<file path="config.mk">
export PLATFORM = sky130hd
export DESIGN_NAME = graph_bfs_dfs_traversal
export DESIGN_NICKNAME = d
export VERILOG_FILES = /design/src/hw/rtl/gbt_pkg.sv /design/src/hw/rtl/gbt_adj_mem.sv /design/src/hw/rtl/gbt_work_mem.sv /design/src/hw/rtl/gbt_ctrl.sv /design/src/hw/rtl/graph_bfs_dfs_traversal.sv
export SDC_FILE = /design/constraint.sdc
export NUM_CORES = 2
export LEC_CHECK = 0
export ABC_AREA = 1
export BUFFER_PORTS_ARGS = -buffer_cell sky130_fd_sc_hd__clkbuf_2
export CORE_MARGIN = 5
export CORE_UTILIZATION = 60
export CTS_CLUSTER_DIAMETER = 120
export CTS_CLUSTER_SIZE = 8
export DETAILED_ROUTE_END_ITERATION = 7
export PLACE_DENSITY_LB_ADDON = 0.2
export SYNTH_ARGS = -nofsm -noshare
export SYNTH_HDL_FRONTEND = slang
export SYNTH_SLANG_ARGS = --single-unit
</file>
<file path="constraint.sdc">
create_clock -name clk -period 4.5 [get_ports clk]
set_input_delay 0.45 -clock clk [delete_from_list [all_inputs] [get_ports clk]]
set_output_delay 0.45 -clock clk [all_outputs]
set_load 0.05 [all_outputs]
</file>
<file path="src/hw/rtl/gbt_pkg.sv">
`default_nettype none
// ----------------------------------------------------------------------------
// gbt_pkg: shared types and constants for the graph traversal engine
// Beat formats, memory request formats, controller states and small helpers.
// ----------------------------------------------------------------------------
package gbt_pkg;

  localparam int MAX_VERTICES = 32;
  localparam int ADDR_W       = $clog2(MAX_VERTICES);
  localparam int CNT_W        = $clog2(MAX_VERTICES + 1);
  localparam int FIELD_W      = 5;
  localparam int CFG_W        = 6;

  localparam logic [CFG_W-1:0] VERTEX_COUNT_RESET = CFG_W'(32);

  localparam logic STATUS_OK        = 1'b0;
  localparam logic STATUS_BAD_START = 1'b1;

  typedef enum logic [1:0] {
    FUNC_CLEAR = 2'd0,
    FUNC_EDGE  = 2'd1,
    FUNC_BFS   = 2'd2,
    FUNC_DFS   = 2'd3
  } func_t;

  typedef logic [MAX_VERTICES-1:0] row_t;

  typedef struct packed {
    func_t              func;
    logic [FIELD_W-1:0] edge_from;
    logic [FIELD_W-1:0] edge_to;
    logic [FIELD_W-1:0] start_vertex;
  } in_beat_t;

  typedef struct packed {
    logic [FIELD_W-1:0] visit_vertex;
    logic               status;
    logic               last_flag;
  } out_beat_t;

  typedef struct packed {
    logic              clear;
    logic              rd_en;
    logic [ADDR_W-1:0] rd_addr;
    logic              wr_en;
    logic [ADDR_W-1:0] wr_addr;
    row_t              wr_data;
  } adj_req_t;

  typedef struct packed {
    logic [ADDR_W-1:0] vertex;
    logic [CNT_W-1:0]  resume;
  } work_entry_t;

  typedef struct packed {
    logic              rd_en;
    logic [ADDR_W-1:0] rd_addr;
    logic              wr_en;
    logic [ADDR_W-1:0] wr_addr;
    work_entry_t       wr_data;
  } work_req_t;

  typedef enum logic [4:0] {
    S_IDLE,
    S_EDGE_RD_A,
    S_EDGE_WR_A,
    S_EDGE_RD_B,
    S_EDGE_WR_B,
    S_ERR,
    S_BFS_INIT,
    S_BFS_POP,
    S_BFS_EMIT,
    S_BFS_ROW,
    S_BFS_SCAN,
    S_DFS_INIT,
    S_DFS_TOP,
    S_DFS_ROW,
    S_DFS_FIND,
    S_DFS_PUSH,
    S_FIN
  } state_t;

  function automatic logic [ADDR_W-1:0] lowest_bit(input row_t r);
    logic [ADDR_W-1:0] idx;
    idx = '0;
    for (int i = MAX_VERTICES - 1; i >= 0; i--) begin
      if (r[i]) idx = ADDR_W'(i);
    end
    return idx;
  endfunction

  function automatic row_t vertex_bit(input logic [ADDR_W-1:0] v);
    return row_t'(1) << v;
  endfunction

endpackage
`default_nettype wire

</file>
<file path="src/hw/rtl/gbt_adj_mem.sv">
`default_nettype none
// ----------------------------------------------------------------------------
// gbt_adj_mem: adjacency matrix storage
// One row per vertex in a synchronous memory with registered read data.
// Row valid bits let a single clear request empty the whole matrix.
// ----------------------------------------------------------------------------
module gbt_adj_mem (
  input  wire                    clk,
  input  wire                    rst_n,
  input  wire gbt_pkg::adj_req_t req,
  output gbt_pkg::row_t          rd_data
);
  import gbt_pkg::*;

  row_t mem [MAX_VERTICES];
  logic [MAX_VERTICES-1:0] row_valid_r;
  row_t rdata_r;
  logic rvalid_r;

  always_ff @(posedge clk) begin
    if (req.wr_en) begin
      mem[req.wr_addr] <= req.wr_data;
    end
    if (req.rd_en) begin
      rdata_r <= mem[req.rd_addr];
    end
  end

  always_ff @(posedge clk) begin
    if (!rst_n) begin
      row_valid_r <= '0;
      rvalid_r    <= 1'b0;
    end else begin
      if (req.clear) begin
        row_valid_r <= '0;
      end else if (req.wr_en) begin
        row_valid_r[req.wr_addr] <= 1'b1;
      end
      if (req.rd_en) begin
        rvalid_r <= row_valid_r[req.rd_addr];
      end
    end
  end

  assign rd_data = rvalid_r ? rdata_r : '0;

endmodule
`default_nettype wire

</file>
<file path="src/hw/rtl/gbt_work_mem.sv">
`default_nettype none
// ----------------------------------------------------------------------------
// gbt_work_mem: traversal work memory
// Holds the breadth-first queue or the depth-first stack of resume points.
// Read data is registered and holds until the next read.
// ----------------------------------------------------------------------------
module gbt_work_mem (
  input  wire                     clk,
  input  wire gbt_pkg::work_req_t req,
  output gbt_pkg::work_entry_t    rd_data
);
  import gbt_pkg::*;

  work_entry_t mem [MAX_VERTICES];
  work_entry_t rdata_r;

  always_ff @(posedge clk) begin
    if (req.wr_en) begin
      mem[req.wr_addr] <= req.wr_data;
    end
    if (req.rd_en) begin
      rdata_r <= mem[req.rd_addr];
    end
  end

  assign rd_data = rdata_r;

endmodule
`default_nettype wire

</file>
<file path="src/hw/rtl/gbt_ctrl.sv">
`default_nettype none
// ----------------------------------------------------------------------------
// gbt_ctrl: traversal sequencer
// Decodes input beats, runs edge updates and both traversals over the two
// memories, and holds the newest vertex back one beat to mark the last one.
// ----------------------------------------------------------------------------
module gbt_ctrl (
  input  wire                       clk,
  input  wire                       rst_n,
  input  wire                       in_valid,
  input  wire gbt_pkg::in_beat_t    in_beat,
  output logic                      in_stall,
  input  wire [gbt_pkg::CFG_W-1:0]  vertex_count,
  input  wire                       out_free,
  output logic                      res_push,
  output gbt_pkg::out_beat_t        res_beat,
  output gbt_pkg::adj_req_t         adj_req,
  input  wire gbt_pkg::row_t        adj_rdata,
  output gbt_pkg::work_req_t        work_req,
  input  wire gbt_pkg::work_entry_t work_rdata
);
  import gbt_pkg::*;

  state_t            state_r, state_nxt;
  in_beat_t          item_r, item_nxt;
  row_t              visited_r, visited_nxt;
  row_t              scan_r, scan_nxt;
  logic [CNT_W-1:0]  head_r, head_nxt;
  logic [CNT_W-1:0]  tail_r, tail_nxt;
  logic [CNT_W-1:0]  depth_r, depth_nxt;
  logic [ADDR_W-1:0] found_r, found_nxt;
  logic              pend_valid_r, pend_valid_nxt;
  logic [ADDR_W-1:0] pend_vertex_r, pend_vertex_nxt;

  logic [CNT_W-1:0]  live_n;
  row_t              live_mask;
  logic              accept;
  logic              can_emit;
  logic              edge_ok;
  logic              start_ok;
  row_t              dfs_cand;
  logic [ADDR_W-1:0] scan_pick;
  logic [ADDR_W-1:0] dfs_pick;
  logic [ADDR_W-1:0] emit_vertex;
  logic              emit_now;

  always_comb begin
    if (int'(vertex_count) >= MAX_VERTICES) begin
      live_n = CNT_W'(MAX_VERTICES);
    end else begin
      live_n = CNT_W'(vertex_count);
    end
    for (int i = 0; i < MAX_VERTICES; i++) begin
      live_mask[i] = (CNT_W'(i) < live_n);
    end
  end

  assign in_stall  = (state_r != S_IDLE);
  assign accept    = in_valid && !in_stall;
  assign can_emit  = !pend_valid_r || out_free;
  assign edge_ok   = (CNT_W'(item_r.edge_from) < live_n) && (CNT_W'(item_r.edge_to) < live_n);
  assign start_ok  = CNT_W'(in_beat.start_vertex) < live_n;
  assign dfs_cand  = adj_rdata & ~visited_r & live_mask
                     & ({MAX_VERTICES{1'b1}} << work_rdata.resume);
  assign scan_pick = lowest_bit(scan_r);
  assign dfs_pick  = lowest_bit(dfs_cand);

  always_comb begin
    state_nxt = state_r;
    unique case (state_r)
      S_IDLE: begin
        if (accept) begin
          unique case (in_beat.func)
            FUNC_CLEAR: state_nxt = S_IDLE;
            FUNC_EDGE:  state_nxt = S_EDGE_RD_A;
            FUNC_BFS:   state_nxt = start_ok ? S_BFS_INIT : S_ERR;
            FUNC_DFS:   state_nxt = start_ok ? S_DFS_INIT : S_ERR;
            default:    state_nxt = S_IDLE;
          endcase
        end
      end
      S_EDGE_RD_A: state_nxt = edge_ok ? S_EDGE_WR_A : S_IDLE;
      S_EDGE_WR_A: state_nxt = S_EDGE_RD_B;
      S_EDGE_RD_B: state_nxt = S_EDGE_WR_B;
      S_EDGE_WR_B: state_nxt = S_IDLE;
      S_ERR:       state_nxt = out_free ? S_IDLE : S_ERR;
      S_BFS_INIT:  state_nxt = S_BFS_POP;
      S_BFS_POP:   state_nxt = (head_r == tail_r) ? S_FIN : S_BFS_EMIT;
      S_BFS_EMIT:  state_nxt = can_emit ? S_BFS_ROW : S_BFS_EMIT;
      S_BFS_ROW:   state_nxt = S_BFS_SCAN;
      S_BFS_SCAN:  state_nxt = (scan_r == '0) ? S_BFS_POP : S_BFS_SCAN;
      S_DFS_INIT:  state_nxt = can_emit ? S_DFS_TOP : S_DFS_INIT;
      S_DFS_TOP:   state_nxt = (depth_r == '0) ? S_FIN : S_DFS_ROW;
      S_DFS_ROW:   state_nxt = S_DFS_FIND;
      S_DFS_FIND: begin
        if (dfs_cand == '0) begin
          state_nxt = S_DFS_TOP;
        end else if (can_emit) begin
          state_nxt = S_DFS_PUSH;
        end
      end
      S_DFS_PUSH:  state_nxt = S_DFS_TOP;
      S_FIN:       state_nxt = out_free ? S_IDLE : S_FIN;
      default:     state_nxt = S_IDLE;
    endcase
  end

  always_comb begin
    item_nxt        = item_r;
    visited_nxt     = visited_r;
    scan_nxt        = scan_r;
    head_nxt        = head_r;
    tail_nxt        = tail_r;
    depth_nxt       = depth_r;
    found_nxt       = found_r;
    pend_valid_nxt  = pend_valid_r;
    pend_vertex_nxt = pend_vertex_r;
    adj_req         = '0;
    work_req        = '0;
    res_push        = 1'b0;
    res_beat        = '0;
    emit_now        = 1'b0;
    emit_vertex     = '0;

    unique case (state_r)
      S_IDLE: begin
        if (accept) begin
          item_nxt = in_beat;
          if (in_beat.func == FUNC_CLEAR) begin
            adj_req.clear = 1'b1;
          end
        end
      end
      S_EDGE_RD_A: begin
        adj_req.rd_en   = 1'b1;
        adj_req.rd_addr = ADDR_W'(item_r.edge_from);
      end
      S_EDGE_WR_A: begin
        adj_req.wr_en   = 1'b1;
        adj_req.wr_addr = ADDR_W'(item_r.edge_from);
        adj_req.wr_data = adj_rdata | vertex_bit(ADDR_W'(item_r.edge_to));
      end
      S_EDGE_RD_B: begin
        adj_req.rd_en   = 1'b1;
        adj_req.rd_addr = ADDR_W'(item_r.edge_to);
      end
      S_EDGE_WR_B: begin
        adj_req.wr_en   = 1'b1;
        adj_req.wr_addr = ADDR_W'(item_r.edge_to);
        adj_req.wr_data = adj_rdata | vertex_bit(ADDR_W'(item_r.edge_from));
      end
      S_ERR: begin
        res_push              = out_free;
        res_beat.visit_vertex = '0;
        res_beat.status       = STATUS_BAD_START;
        res_beat.last_flag    = 1'b1;
      end
      S_BFS_INIT: begin
        visited_nxt            = vertex_bit(ADDR_W'(item_r.start_vertex));
        work_req.wr_en         = 1'b1;
        work_req.wr_addr       = '0;
        work_req.wr_data       = '{vertex: ADDR_W'(item_r.start_vertex), resume: '0};
        head_nxt               = '0;
        tail_nxt               = CNT_W'(1);
      end
      S_BFS_POP: begin
        if (head_r != tail_r) begin
          work_req.rd_en   = 1'b1;
          work_req.rd_addr = head_r[ADDR_W-1:0];
          head_nxt         = head_r + CNT_W'(1);
        end
      end
      S_BFS_EMIT: begin
        if (can_emit) begin
          emit_now        = 1'b1;
          emit_vertex     = work_rdata.vertex;
          adj_req.rd_en   = 1'b1;
          adj_req.rd_addr = work_rdata.vertex;
        end
      end
      S_BFS_ROW: begin
        scan_nxt = adj_rdata & ~visited_r & live_mask;
      end
      S_BFS_SCAN: begin
        if (scan_r != '0) begin
          visited_nxt      = visited_r | vertex_bit(scan_pick);
          scan_nxt         = scan_r & ~vertex_bit(scan_pick);
          work_req.wr_en   = 1'b1;
          work_req.wr_addr = tail_r[ADDR_W-1:0];
          work_req.wr_data = '{vertex: scan_pick, resume: '0};
          tail_nxt         = tail_r + CNT_W'(1);
        end
      end
      S_DFS_INIT: begin
        if (can_emit) begin
          emit_now         = 1'b1;
          emit_vertex      = ADDR_W'(item_r.start_vertex);
          visited_nxt      = vertex_bit(ADDR_W'(item_r.start_vertex));
          work_req.wr_en   = 1'b1;
          work_req.wr_addr = '0;
          work_req.wr_data = '{vertex: ADDR_W'(item_r.start_vertex), resume: '0};
          depth_nxt        = CNT_W'(1);
        end
      end
      S_DFS_TOP: begin
        if (depth_r != '0) begin
          work_req.rd_en   = 1'b1;
          work_req.rd_addr = ADDR_W'(depth_r - CNT_W'(1));
        end
      end
      S_DFS_ROW: begin
        adj_req.rd_en   = 1'b1;
        adj_req.rd_addr = work_rdata.vertex;
      end
      S_DFS_FIND: begin
        if (dfs_cand == '0) begin
          depth_nxt = depth_r - CNT_W'(1);
        end else if (can_emit) begin
          emit_now         = 1'b1;
          emit_vertex      = dfs_pick;
          visited_nxt      = visited_r | vertex_bit(dfs_pick);
          found_nxt        = dfs_pick;
          work_req.wr_en   = 1'b1;
          work_req.wr_addr = ADDR_W'(depth_r - CNT_W'(1));
          work_req.wr_data = '{vertex: work_rdata.vertex,
                               resume: CNT_W'(dfs_pick) + CNT_W'(1)};
        end
      end
      S_DFS_PUSH: begin
        work_req.wr_en   = 1'b1;
        work_req.wr_addr = depth_r[ADDR_W-1:0];
        work_req.wr_data = '{vertex: found_r, resume: '0};
        depth_nxt        = depth_r + CNT_W'(1);
      end
      S_FIN: begin
        if (out_free) begin
          res_push              = 1'b1;
          res_beat.visit_vertex = FIELD_W'(pend_vertex_r);
          res_beat.status       = STATUS_OK;
          res_beat.last_flag    = 1'b1;
          pend_valid_nxt        = 1'b0;
        end
      end
      default: begin
      end
    endcase

    // A new vertex pushes the one held back out as a non-final beat.
    if (emit_now) begin
      if (pend_valid_r) begin
        res_push              = 1'b1;
        res_beat.visit_vertex = FIELD_W'(pend_vertex_r);
        res_beat.status       = STATUS_OK;
        res_beat.last_flag    = 1'b0;
      end
      pend_valid_nxt  = 1'b1;
      pend_vertex_nxt = emit_vertex;
    end
  end

  always_ff @(posedge clk) begin
    if (!rst_n) begin
      state_r      <= S_IDLE;
      pend_valid_r <= 1'b0;
      head_r       <= '0;
      tail_r       <= '0;
      depth_r      <= '0;
      visited_r    <= '0;
    end else begin
      state_r      <= state_nxt;
      pend_valid_r <= pend_valid_nxt;
      head_r       <= head_nxt;
      tail_r       <= tail_nxt;
      depth_r      <= depth_nxt;
      visited_r    <= visited_nxt;
    end
  end

  always_ff @(posedge clk) begin
    item_r        <= item_nxt;
    scan_r        <= scan_nxt;
    found_r       <= found_nxt;
    pend_vertex_r <= pend_vertex_nxt;
  end

endmodule
`default_nettype wire

</file>
<file path="src/hw/rtl/graph_bfs_dfs_traversal.sv">
`default_nettype none
// ----------------------------------------------------------------------------
// graph_bfs_dfs_traversal: adjacency matrix graph with BFS and DFS traversal
// Input beats (in_valid/in_stall, payload in_beat) clear the graph, add an
// undirected edge, or start a breadth-first or depth-first traversal. Each
// traversal returns one output beat per reached vertex (out_valid/out_stall,
// payload out_beat), lowest neighbor first, with last_flag on the final beat.
// A start vertex outside the vertex count returns a single error beat.
// cfg_we/cfg_wdata write the vertex count; the user must write it only while
// the block is idle, which the block itself does not enforce. One item is
// worked on at a time; in_stall is high until it is finished.
// Both memories have registered read data. A BFS reads one adjacency row per
// reached vertex; a DFS rereads the row of the stack top on each step.
// Each vertex is held back one beat so that the final one can be flagged.
// An output register parts the channels: a stalled beat holds, and the
// engine waits only when it must hand over a new beat.
// Reset empties the graph, sets the vertex count to 32 and drops any
// pending beat.
// ----------------------------------------------------------------------------
module graph_bfs_dfs_traversal (
  input  wire                      clk,
  input  wire                      rst_n,
  input  wire                      in_valid,
  output logic                     in_stall,
  input  wire gbt_pkg::in_beat_t   in_beat,
  output logic                     out_valid,
  input  wire                      out_stall,
  output gbt_pkg::out_beat_t       out_beat,
  input  wire                      cfg_we,
  input  wire [gbt_pkg::CFG_W-1:0] cfg_wdata
);
  import gbt_pkg::*;

  logic [CFG_W-1:0] vertex_count_r;
  logic             out_valid_r;
  out_beat_t        out_beat_r;
  logic             out_free;
  logic             res_push;
  out_beat_t        res_beat;
  adj_req_t         adj_req;
  row_t             adj_rdata;
  work_req_t        work_req;
  work_entry_t      work_rdata;

  assign out_free = !out_valid_r || !out_stall;

  always_ff @(posedge clk) begin
    if (!rst_n) begin
      vertex_count_r <= VERTEX_COUNT_RESET;
      out_valid_r    <= 1'b0;
    end else begin
      if (cfg_we) begin
        vertex_count_r <= cfg_wdata;
      end
      if (res_push) begin
        out_valid_r <= 1'b1;
      end else if (!out_stall) begin
        out_valid_r <= 1'b0;
      end
    end
  end

  always_ff @(posedge clk) begin
    if (res_push) begin
      out_beat_r <= res_beat;
    end
  end

  assign out_valid = out_valid_r;
  assign out_beat  = out_beat_r;

  gbt_ctrl u_ctrl (
    .clk          (clk),
    .rst_n        (rst_n),
    .in_valid     (in_valid),
    .in_beat      (in_beat),
    .in_stall     (in_stall),
    .vertex_count (vertex_count_r),
    .out_free     (out_free),
    .res_push     (res_push),
    .res_beat     (res_beat),
    .adj_req      (adj_req),
    .adj_rdata    (adj_rdata),
    .work_req     (work_req),
    .work_rdata   (work_rdata)
  );

  gbt_adj_mem u_adj_mem (
    .clk     (clk),
    .rst_n   (rst_n),
    .req     (adj_req),
    .rd_data (adj_rdata)
  );

  gbt_work_mem u_work_mem (
    .clk     (clk),
    .req     (work_req),
    .rd_data (work_rdata)
  );

  // A new beat never overwrites one that is still stalled.
  a_push_needs_room: assert property (@(posedge clk) disable iff (!rst_n)
    res_push |-> out_free)
    else $error("result pushed into a full output register");

  // A traversal request keeps the input side closed on the next cycle.
  a_traversal_busy: assert property (@(posedge clk) disable iff (!rst_n)
    (in_valid && !in_stall && (in_beat.func == FUNC_BFS || in_beat.func == FUNC_DFS))
    |=> in_stall)
    else $error("input accepted right after a traversal request");

  // An error beat is always final and carries vertex zero.
  a_error_beat: assert property (@(posedge clk) disable iff (!rst_n)
    (out_valid && out_beat.status == STATUS_BAD_START)
    |-> (out_beat.last_flag && out_beat.visit_vertex == '0))
    else $error("malformed error beat");

  // The adjacency memory never sees a read and a write in the same cycle.
  a_adj_no_overlap: assert property (@(posedge clk) disable iff (!rst_n)
    !(adj_req.rd_en && adj_req.wr_en))
    else $error("adjacency read and write in the same cycle");

endmodule
`default_nettype wire
</file>
==> reports/metrics.cfg <==
[outcome]
status = finished, violations left
violations = design-rule violations

[min_path]
hp-class = input pin to register

[floorplan]
die_x_um = 343
start_util = 0.603
core.rowCount = 122
coreArea_um2 = 110000
die_area_um2 = 118000
die_h_um = 343
pin_count = 37

[grt]
overflow = 0
grt_start_max_net_pins = 177
antenna_found_initial = 9
grt.total_usage = 0.334
grt_pass1_wl_mm = 293
grt_pass1_vias = 46300

[logic_synthesis]
synth_area_um2 = 66500
syn_inst = 5677
syn-num-nets = 5728
synth_warnings = 0
synth_top_area_share = 0.669
synth.area.top_cells = edfxtp_1 (67%), nor2_1 (7.9%), o21ai_0 (4.8%)
yosysTopAreaCell = edfxtp_1
synth_commonest_cells = edfxtp_1 (1,483), nor2_1 (1,394), o21ai_0 (632), nand2_1 (378), clkbuf_1 (304)
ys_ff_latch = 1579
ys_types = 66
yosysSeqAreaShare = 0.698
yosysMostFrequentCell = edfxtp_1
ys.flop_type = edfxtp_1
syn_avg_cell_area_um2 = 11.7
synth_edf_count = 1483
async_flop_share = 0

[sta]
drv_slew = 0
setup_viol = 0
worst_slew_pin_slew_ps = 1330
holdWs_ps = 68.1
fmax_mhz = 237
period_minus_slack_ps = 4220
fin_crit_sh = 0.938
hold_viol_final = 0
slew_headroom = 0.114
finClkSkew_ps = 82.1
rsz0062_at_grt = no

[route]
wl_mm = 200
post_drt_wl_per_cell_um = 26.6
vias = 48800
drc = 22
dr.first_iter.drc_count = 6952
firstDrtPassIters = 8
drt.antenna.violating_nets = 0
viasPerCell = 6.50

[clock_network]
clock_sinks = 1579
cts_root_buffer = clkbuf_16
cts_buffer_depth = 3
cts_buffers = 215
cts.clk_slew.worst_paths_ps = 60
cts-htree-levels = 4
cts_tree = done
insertion_delay_ps = 840

[layout]
num-fill-cells = 7611
drive_above_1_share = 0.142
stdcell_count = 7516
layout.nets = 6008
area_growth_pct = 16.5
finalInstanceArea_um2 = 77500

[placed_design]
gp_congestion = 1.01
dpl.hpwl_mm = 119
placed_cells = 7206
place_area_um2 = 71100
io_buffers = 36

[power]
cellPowerDensity_nw_per_um2 = 541
finalPower_mw = 41.9
leakage_nw = 25.6
peakVddDrop_uv = 419

[worst_setup_path]
path_class = register to register
crit_fanout = 46
crit_path_start_kind = register
worst_setup_path_end_kind = register
crit_required_ps = 5030
arrival_ps = 4750

[flow_run]
maxCapViolCount = 0

final timing paths:
path	from	endpoint	slack [ps]	cells past startpoint
setup / recovery	out_valid	u_adj_mem.rdata_r[1]	280	16
hold / removal	cfg_wdata[1]	vertex_count_r[1]	70	3
setup reg to reg	out_valid	u_adj_mem.rdata_r[1]	280	16
hold reg to reg	u_adj_mem.row_valid_r[4]	u_adj_mem.row_valid_r[4]	460	2
cell type report:
| class | count | area, µm² | area share |
|---|---|---|---|
| clock inverters | 16 | 420 | 0.00542 |
| inverters | 248 | 961 | 0.0124 |
| flip-flops and latches | 1579 | 46500 | 0.599 |
| multi-input cells | 3499 | 18400 | 0.238 |
| diodes | 2 | 5.00 | 0.0000646 |
| clock buffers | 270 | 5600 | 0.0722 |
| well taps | 1488 | 1860 | 0.0240 |
| repair buffers | 414 | 3770 | 0.0487 |
cells by family (layout without fill, tap and decap cells):
family                     count (synthesis)  in the layout  synth area share
and+or+nand+nor                         2069           2071             0.126
DFF                                     1579           1579             0.698
AOI/OAI and AO/OA                       1396           1396             0.135
buffers and inverters                    601            948            0.0348
adders and majority gates                 23             23           0.00432
xor gates and xnor gates                   9              9           0.00118
other                                      0              2                 0
through the flow:
stage	util	setup slack (ps)	TNS, ps
after global routing	0.702	15.9	0
after floorplan	-	465	0
after global placement	0.644	-82.3	-3110
final	0.702	277	0
after detailed placement	0.644	-115	-6000
after CTS	0.700	28.2	0
layout by cell type, fill, tap and decap left out, types with 28 or more instances in the layout:
cell type  instances
or2_2             50
nor2_2            28
clkbuf_1          54
edfxtp_1        1483
dfxtp_1           94
inv_1            226
o32ai_1          295
o22ai_1           46
nand3_1           90
buf_12            57
o221ai_1          53
nand2_1          377
nand4_1           58
clkbuf_16        215
clkbuf_2          36
a21oi_2           32
a31oi_1           57
o211ai_1          49
buf_4            305
nor2_1          1337
a21oi_1           88
o21ai_0          628
nor2_4            42
o21bai_1          70
nor3_1            44
state kept, by name, indices dropped and copies added (netlist names):
register and count:
u_work_mem.rd_data 11, u_ctrl.scan_r 32, u_ctrl.state_r 5, u_ctrl.pend_valid_r 1, vertex_count_r 6, u_adj_mem.rdata_r 32
u_work_mem.mem 352, u_ctrl.depth_r 6, u_adj_mem.rvalid_r 1, out_beat 7, u_ctrl.pend_vertex_r 5, u_ctrl.found_r 5
u_ctrl.tail_r 6, u_ctrl.visited_r 32, u_ctrl.head_r 6, u_adj_mem.row_valid_r 32, u_ctrl.item_r 15, out_valid 1
u_adj_mem.mem 1024
critical path, cell delays in order, from the launching register on:
cell and delay [ps]:
dfxtp_1 330, nand2_1 150, nor2_2 420, inv_2 110, nand2_1 110, inv_1 70
o21ai_1 360, inv_1 150, nor2_4 350, buf_12 230, buf_12 240, nor2_1 100
o32ai_1 370, nor2_1 90, o22ai_1 250, nor2_1 70, a31oi_1 500
power by group:
part           leakage [nW]  internal (mW)  switching (mW)
registers              14.0           17.1           0.373
clock network          2.88           8.61            5.98
logic                  8.70           3.02            6.87
total                  25.6           28.7            13.2
per-layer routing:
metal	up-vias	global-route usage	part of all wire
met5	-	0	0.00034
met4	10	0.132	0.042
met3	574	0.0818	0.12
met2	3055	0.508	0.45
met1	23900	0.470	0.39
li1	21300	-	-
repair_timing:
item                                    CTS  global route
hold buffers                             16             0
hold endpoints to repair                 16             0
gates cloned                              0             2
endpoints found under the setup margin   64           295
setup buffers                             0             4
pin swaps                                 0             2
resized for setup                         2            40
No activity file was read; power rests on OpenSTA's default activity.
